### src/rtl/adtd_pkg.sv
`default_nettype none

package adtd_pkg;

    // Reciprocal of 100 scaled by 2**19. It is exact for every year below 16384.
    localparam int unsigned RECIP_SHIFT = 19;
    localparam logic [12:0] RECIP_100   = 13'd5243;
    localparam logic [6:0]  CENTURY     = 7'd100;
    localparam logic [6:0]  LAST_IN_CENTURY = 7'd99;
    localparam logic [13:0] YEAR_MAX    = 14'd16383;
    localparam logic [3:0]  LAST_MONTH  = 4'd12;
    localparam logic [3:0]  FIRST_MONTH = 4'd1;
    localparam logic [8:0]  DAYS_LEAP   = 9'd366;
    localparam logic [8:0]  DAYS_COMMON = 9'd365;

    typedef enum logic [3:0] {
        S_IDLE,
        S_RECIP,
        S_REM,
        S_CHECK,
        S_MSUM,
        S_ADD,
        S_YEAR,
        S_MONTH,
        S_DONE
    } state_t;

    // Length of a month, given as 1..12, in a leap or common year.
    function automatic logic [4:0] month_len(input logic [3:0] month, input logic leap);
        logic [4:0] len;
        begin
            case (month) inside
                4'd2:                      len = leap ? 5'd29 : 5'd28;
                4'd4, 4'd6, 4'd9, 4'd11:   len = 5'd30;
                default:                   len = 5'd31;
            endcase
            return len;
        end
    endfunction

    function automatic logic [8:0] year_len(input logic leap);
        return leap ? DAYS_LEAP : DAYS_COMMON;
    endfunction

endpackage

`default_nettype wire

### src/rtl/add_days_to_date.sv
// Steps: reciprocal product, year remainder, date check, sum of the start months,
// add, year walk, month walk, result; a malformed date goes from the check to the result.
// The year walk dominates the latency.
// Throughput: one item at a time; the next input is taken once the result is in the
// output register, so the output stage overlaps with the next item's work.
// Reset: rst_n clears the sequencer and the output valid flag asynchronously.
`default_nettype none

module add_days_to_date
    import adtd_pkg::*;
(
    input  wire logic        clk,
    input  wire logic        rst_n,
    input  wire logic        in_valid,
    output logic             in_stall,
    input  wire logic [4:0]  start_day,
    input  wire logic [3:0]  start_month,
    input  wire logic [13:0] start_year,
    input  wire logic [14:0] days_to_add,
    output logic             out_valid,
    input  wire logic        out_stall,
    output logic [4:0]       end_day,
    output logic [3:0]       end_month,
    output logic [13:0]      end_year,
    output logic             bad_input
);

    // Sequencer state and the working registers of the item in flight.
    state_t      state_reg, state_next;
    logic [4:0]  day_reg, day_next;
    logic [3:0]  month_reg, month_next;
    logic [14:0] year_reg, year_next;
    logic [14:0] add_reg, add_next;
    logic [26:0] prod_reg, prod_next;
    logic [6:0]  yrem_reg, yrem_next;   // year modulo 100
    logic [1:0]  ycent_reg, ycent_next; // year divided by 100, modulo 4
    logic [15:0] total_reg, total_next;
    logic [3:0]  mcnt_reg, mcnt_next;

    // Output register.
    logic        out_valid_reg, out_valid_next;
    logic [4:0]  end_day_reg, end_day_next;
    logic [3:0]  end_month_reg, end_month_next;
    logic [13:0] end_year_reg, end_year_next;
    logic        end_bad_reg, end_bad_next;
    logic        bad_reg, bad_next;

    // Shared add/subtract unit. It also yields the "total is greater" compare.
    logic [15:0] alu_b;
    logic        alu_sub;
    logic [16:0] alu_res;
    logic        alu_gt;

    logic        in_xfer;
    logic        out_free;
    logic        leap;
    logic [7:0]  quo;
    logic [14:0] quo_x100;
    logic [14:0] rem_full;
    logic [4:0]  start_mlen;
    logic        date_bad;
    logic        year_over;

    assign in_xfer  = in_valid && !in_stall;
    assign out_free = !out_valid_reg || !out_stall;

    // The block takes a new item only while the sequencer is idle.
    assign in_stall = (state_reg != S_IDLE);

    // A year is a leap year when it is divisible by 4 and not by 100, or by 400.
    // Once year mod 100 is zero the year is already a multiple of 4.
    assign leap = (yrem_reg == 7'd0) ? (ycent_reg == 2'd0) : (year_reg[1:0] == 2'b00);

    assign quo      = prod_reg[26:RECIP_SHIFT];
    assign quo_x100 = 15'(quo) * 15'(CENTURY);
    assign rem_full = year_reg - quo_x100;

    assign start_mlen = month_len(month_reg, leap);
    assign date_bad   = (month_reg < FIRST_MONTH) || (month_reg > LAST_MONTH)
                      || (day_reg == 5'd0) || (day_reg > start_mlen);

    assign year_over = (year_reg > 15'(YEAR_MAX));

    // Operand selection for the shared unit.
    always_comb
    begin
        alu_b   = 16'd0;
        alu_sub = 1'b0;
        unique case (state_reg)
            S_MSUM:  alu_b = 16'(month_len(mcnt_reg, leap));
            S_ADD:   alu_b = 16'(add_reg);
            S_YEAR:
            begin
                alu_b   = 16'(year_len(leap));
                alu_sub = 1'b1;
            end
            S_MONTH:
            begin
                alu_b   = 16'(month_len(mcnt_reg, leap));
                alu_sub = 1'b1;
            end
            default: alu_b = 16'd0;
        endcase
    end

    assign alu_res = alu_sub ? ({1'b0, total_reg} - {1'b0, alu_b})
                             : ({1'b0, total_reg} + {1'b0, alu_b});
    // Total exceeds the operand when the difference neither borrows nor is zero.
    assign alu_gt  = !alu_res[16] && (alu_res[15:0] != 16'd0);

    // Next-state logic.
    always_comb
    begin
        state_next = state_reg;
        unique case (state_reg)
            S_IDLE:  if (in_xfer) state_next = S_RECIP;
            S_RECIP: state_next = S_REM;
            S_REM:   state_next = S_CHECK;
            S_CHECK: state_next = date_bad ? S_DONE : S_MSUM;
            S_MSUM:  if (mcnt_reg == month_reg) state_next = S_ADD;
            S_ADD:   state_next = S_YEAR;
            S_YEAR:  if (!alu_gt) state_next = S_MONTH;
            S_MONTH: if (mcnt_reg == LAST_MONTH || !alu_gt) state_next = S_DONE;
            S_DONE:  if (out_free) state_next = S_IDLE;
            default: state_next = S_IDLE;
        endcase
    end

    // Datapath and output-register updates.
    always_comb
    begin
        day_next       = day_reg;
        month_next     = month_reg;
        year_next      = year_reg;
        add_next       = add_reg;
        prod_next      = prod_reg;
        yrem_next      = yrem_reg;
        ycent_next     = ycent_reg;
        total_next     = total_reg;
        mcnt_next      = mcnt_reg;
        bad_next       = bad_reg;
        end_day_next   = end_day_reg;
        end_month_next = end_month_reg;
        end_year_next  = end_year_reg;
        end_bad_next   = end_bad_reg;
        out_valid_next = out_valid_reg;

        if (out_valid_reg && !out_stall)
        begin
            out_valid_next = 1'b0;
        end

        unique case (state_reg)
            S_IDLE:
            begin
                if (in_xfer)
                begin
                    day_next   = start_day;
                    month_next = start_month;
                    year_next  = 15'(start_year);
                    add_next   = days_to_add;
                end
            end
            S_RECIP:
            begin
                prod_next = 27'(year_reg) * 27'(RECIP_100);
            end
            S_REM:
            begin
                yrem_next  = rem_full[6:0];
                ycent_next = quo[1:0];
            end
            S_CHECK:
            begin
                bad_next   = date_bad;
                total_next = 16'(day_reg);
                mcnt_next  = FIRST_MONTH;
            end
            S_MSUM:
            begin
                if (mcnt_reg != month_reg)
                begin
                    total_next = alu_res[15:0];
                    mcnt_next  = mcnt_reg + 4'd1;
                end
            end
            S_ADD:
            begin
                total_next = alu_res[15:0];
                mcnt_next  = FIRST_MONTH;
            end
            S_YEAR:
            begin
                if (alu_gt)
                begin
                    total_next = alu_res[15:0];
                    year_next  = year_reg + 15'd1;
                    if (yrem_reg == LAST_IN_CENTURY)
                    begin
                        yrem_next  = 7'd0;
                        ycent_next = ycent_reg + 2'd1;
                    end
                    else
                    begin
                        yrem_next = yrem_reg + 7'd1;
                    end
                end
            end
            S_MONTH:
            begin
                if (mcnt_reg != LAST_MONTH && alu_gt)
                begin
                    total_next = alu_res[15:0];
                    mcnt_next  = mcnt_reg + 4'd1;
                end
            end
            S_DONE:
            begin
                if (out_free)
                begin
                    out_valid_next = 1'b1;
                    end_bad_next   = bad_reg;
                    if (bad_reg)
                    begin
                        end_day_next   = 5'd0;
                        end_month_next = 4'd0;
                        end_year_next  = 14'd0;
                    end
                    else
                    begin
                        end_day_next   = total_reg[4:0];
                        end_month_next = mcnt_reg;
                        end_year_next  = year_over ? YEAR_MAX : year_reg[13:0];
                    end
                end
            end
            default:
            begin
                out_valid_next = out_valid_reg;
            end
        endcase
    end

    // Control state is reset; payload registers are not.
    always_ff @(posedge clk or negedge rst_n)
    begin
        if (!rst_n)
        begin
            state_reg     <= S_IDLE;
            out_valid_reg <= 1'b0;
        end
        else
        begin
            state_reg     <= state_next;
            out_valid_reg <= out_valid_next;
        end
    end

    always_ff @(posedge clk)
    begin
        day_reg       <= day_next;
        month_reg     <= month_next;
        year_reg      <= year_next;
        add_reg       <= add_next;
        prod_reg      <= prod_next;
        yrem_reg      <= yrem_next;
        ycent_reg     <= ycent_next;
        total_reg     <= total_next;
        mcnt_reg      <= mcnt_next;
        bad_reg       <= bad_next;
        end_day_reg   <= end_day_next;
        end_month_reg <= end_month_next;
        end_year_reg  <= end_year_next;
        end_bad_reg   <= end_bad_next;
    end

    assign out_valid = out_valid_reg;
    assign end_day   = end_day_reg;
    assign end_month = end_month_reg;
    assign end_year  = end_year_reg;
    assign bad_input = end_bad_reg;

`ifndef SYNTHESIS
    // A flagged result carries an all-zero date.
    a_bad_zero: assert property (@(posedge clk) disable iff (!rst_n)
        (out_valid && bad_input) |-> (end_day == 5'd0 && end_month == 4'd0
                                      && end_year == 14'd0))
        else $error("flagged result carries a nonzero date");

    // A good result always names a real month and a nonzero day.
    a_good_date: assert property (@(posedge clk) disable iff (!rst_n)
        (out_valid && !bad_input) |-> (end_day != 5'd0 && end_month >= FIRST_MONTH
                                       && end_month <= LAST_MONTH))
        else $error("result date out of range");

    // The tracked year remainder stays a true remainder while years are walked.
    a_yrem_range: assert property (@(posedge clk) disable iff (!rst_n)
        (state_reg == S_YEAR || state_reg == S_MONTH) |-> (yrem_reg < CENTURY))
        else $error("year remainder out of range");

    // An input transfer always starts the reciprocal step.
    a_start: assert property (@(posedge clk) disable iff (!rst_n)
        in_xfer |=> (state_reg == S_RECIP))
        else $error("input transfer did not start the sequencer");
`endif

endmodule

`default_nettype wire
### config.mk
export PLATFORM = sky130hd
export DESIGN_NAME = add_days_to_date
export DESIGN_NICKNAME = d
export VERILOG_FILES = /design/src/rtl/adtd_pkg.sv /design/src/rtl/add_days_to_date.sv
export SDC_FILE = /design/constraint.sdc
export NUM_CORES = 1
export LEC_CHECK = 0
export ABC_AREA = 1
export BUFFER_PORTS_ARGS = -buffer_cell sky130_fd_sc_hd__buf_4
export CAP_MARGIN = 5
export CORE_UTILIZATION = 50
export DETAILED_ROUTE_END_ITERATION = 7
export PLACE_DENSITY = 0.68
export RECOVER_POWER = 25
export SETUP_SLACK_MARGIN = 0.1
export SLEW_MARGIN = 20
export SYNTH_ARGS = -nofsm -noshare
export SYNTH_HDL_FRONTEND = slang
export SYNTH_SLANG_ARGS = --single-unit
### constraint.sdc
create_clock -name clk -period 6 [get_ports clk]
set_input_delay 0.9 -clock clk [delete_from_list [all_inputs] [get_ports clk]]
set_output_delay 0.9 -clock clk [all_outputs]
set_load 0.01 [all_outputs]
==> results_dict.tcl <==
set metrics [dict create \
    maxSlewViolCount 0 \
    max-cap-violations 0 \
    dr.pass1.iters 6 \
    clk_latency_ns 0.36 \
    endpoint_kind "flip-flop" \
    place_congestion 0.9346 \
    wl_per_cell_um 15.29 \
    cts_max_level 3 \
    syn-cell-area_um2 9886 \
    grt_pass1_wl_mm 35.95 \
    cts_resized 0 \
    slew_headroom_pct 27.26 \
    syn_avg_cell_area_um2 8.819 \
    largest_reg_flops 16 \
    fp.dieH_um 142.6 \
    fp.dieW_um 142.6 \
    path_delay_family "simple AND/OR/NAND/NOR gates" \
    hpwl_mm 18.32 \
    areaGrowthSynthToFinish_pct 11.25 \
    synth_area_leader_cell "edfxtp_1" \
    cp_max_fo 16 \
    track_usage_pct 22.97 \
    critical_path_buf_inv_count 5 \
    gr-total-overflow 0 \
    rsz0062_at_grt "no" \
    synthTopCellsByCount "inv_1 (229), nand2_1 (207), ha_1 (130)" \
    finalCritPeriodShare_pct 87.36 \
    cts-hold-fix-buffers 0 \
    fmax_ghz 0.1908 \
    dr_total_vias 7567 \
    finalHoldViolCount 0 \
    drive_gt1_share_pct 9.440 \
    start_kind "flip-flop" \
    cts_made_buffers 9 \
    via_per_inst 5.176 \
    cts_tree "done" \
    synth_area_leaders "edfxtp_1 (30%), ha_1 (16%), fa_1 (14%), inv_1 (8.7%), nand2_1 (7.9%)" \
    n_antenna_cell 0 \
    critical_path_class "flip-flop to flip-flop" \
    cp_common_cell "nand2_1" \
    synth-seq-area-share_pct 31.03 \
    pin_count 68 \
    cpMaxStageDelayCell "edfxtp_1" \
    syn-num-nets 1363 \
    fillerInstances 1780 \
    synth_top_area_share_pct 29.77 \
    ys_types 48 \
    grt_start_max_net_pins 28 \
    tightest_slew_ns 1.080 \
    yosysWarnings 0 \
    synth_top_flop_cell "edfxtp_1" \
    io_buffers 67 \
    die-area_um2 20340 \
    start_util_pct 50.96 \
    status "completed" \
    wirelength_mm 22.35 \
    final.min_clock_period_ns 5.242 \
    design.core.area_um2 19400 \
    final_nets 1434 \
    hold_class "input pin to async pin" \
    antenna_found_initial 0 \
    ant_nets 0 \
    post_cts.repair.setup_buffers 0 \
    slowest_delay_ns 0.54 \
    yosysMostFrequentCell "inv_1" \
    remaining_drc_errors 0 \
    cts.root.buffer_cell "clkbuf_16" \
    synth_edf_count 98 \
    finClkSkew_ns 0.006810 \
    ys_seq_elements 103 \
    clock-sinks 103 \
    ys_async_sr_fraction_pct 4.854 \
    worstPathRequired_ns 6.04 \
    setup_viol_count_final 0 \
    hold_ws_ns 0.4072 \
    postSynthCellCount 1121 \
    grt_pass1_vias 7138 \
    rows 51 \
    tns_ns 0 \
    critPathArrivalTime_ns 5.29 \
    drtIter0Drc 541 \
    cts_max_path_buffers 2 \
    clk_pin_slew_ns 0.08 \
]
==> path summary, 6_finish.rpt <==
path / slack [ns] / endpoint / start / cells past startpoint
min in group clk: 0.60 / end_day[3] / total_reg[3] / 2
hold / removal: 0.41 / state_reg[1] / rst_n / 1
setup reg to reg: 0.76 / total_reg[6] / year_reg[0] / 31
max in group asynchronous: 5.34 / state_reg[2] / rst_n / 1
setup / recovery: 0.76 / total_reg[6] / year_reg[0] / 31
hold reg to reg: 0.60 / end_day[3] / total_reg[3] / 2
==> per-layer routing <==
metal	part of all wire, %	up-vias	global-route usage [%]
met3	6.8	17	3.387
met5	0	-	0
met1	48	3577	34.82
met2	44	213	34.75
met4	1.1	0	4.697
li1	-	3760	-
==> area by class of cell <==
cell class | instances | area, um2 | area share, %
multi-input combinational | 770 | 5872 | 53.39
inverter | 236 | 888.4 | 8.077
tap | 265 | 331.6 | 3.015
clock buffer | 10 | 239.0 | 2.173
sequential | 103 | 3068 | 27.90
clock inverter | 6 | 62.56 | 0.5688
timing repair buffer | 72 | 536.8 | 4.881
==> per-stage QoR <==
step | setup WS, ns | area [um2] | std cells | util (%)
finish | 0.7584 | 11000 | 1462 | 56.69
global route | 0.2671 | 11000 | 1462 | 56.69
CTS | 0.8071 | 11010 | 1462 | 56.77
detailed placement | 0.8661 | 10710 | 1446 | 55.22
global placement | 0.9792 | 10710 | 1446 | 55.22
floorplan | 1.267 | 9886 | 1121 | -
==> kinds of logic (layout without fill, tap and decap cells) <==
| group | after synthesis | in the layout | synth area share [%] |
|---|---|---|---|
| compound gates | 129 | 129 | 7.392 |
| xor+xnor | 42 | 42 | 3.721 |
| fa+ha+maj | 200 | 200 | 30.63 |
| buf+inv | 248 | 324 | 9.518 |
| flops | 103 | 103 | 31.03 |
| mux | 1 | 1 | 0.1013 |
| simple gates | 398 | 398 | 17.61 |
==> layout by cell type, fill, tap and decap left out, drive strengths merged, types with 2 or more instances in the layout <==
master | Yosys | routed
inv | 236 | 239
nand2 | 216 | 216
ha | 130 | 130
edfxtp | 98 | 98
nor2 | 95 | 95
fa | 70 | 70
a21oi | 54 | 54
buf | 1 | 47
nand3 | 44 | 44
o21ai | 43 | 43
clkbuf | 11 | 35
xor2 | 24 | 24
xnor2 | 18 | 18
nand4 | 18 | 18
nor3 | 9 | 9
a31oi | 9 | 9
or2 | 6 | 6
dfrtp | 5 | 5
o22ai | 4 | 4
o211ai | 3 | 3
o21bai | 3 | 3
o2111ai | 3 | 3
and2 | 3 | 3
nand3b | 3 | 3
nor4 | 2 | 2
nor3b | 2 | 2
a211oi | 2 | 2
a21o | 2 | 2
a221oi | 2 | 2
clkinv | 0 | 2
Power is not shown: default switching activity piles up to over one toggle a cycle in this logic, so the estimate is an artifact.
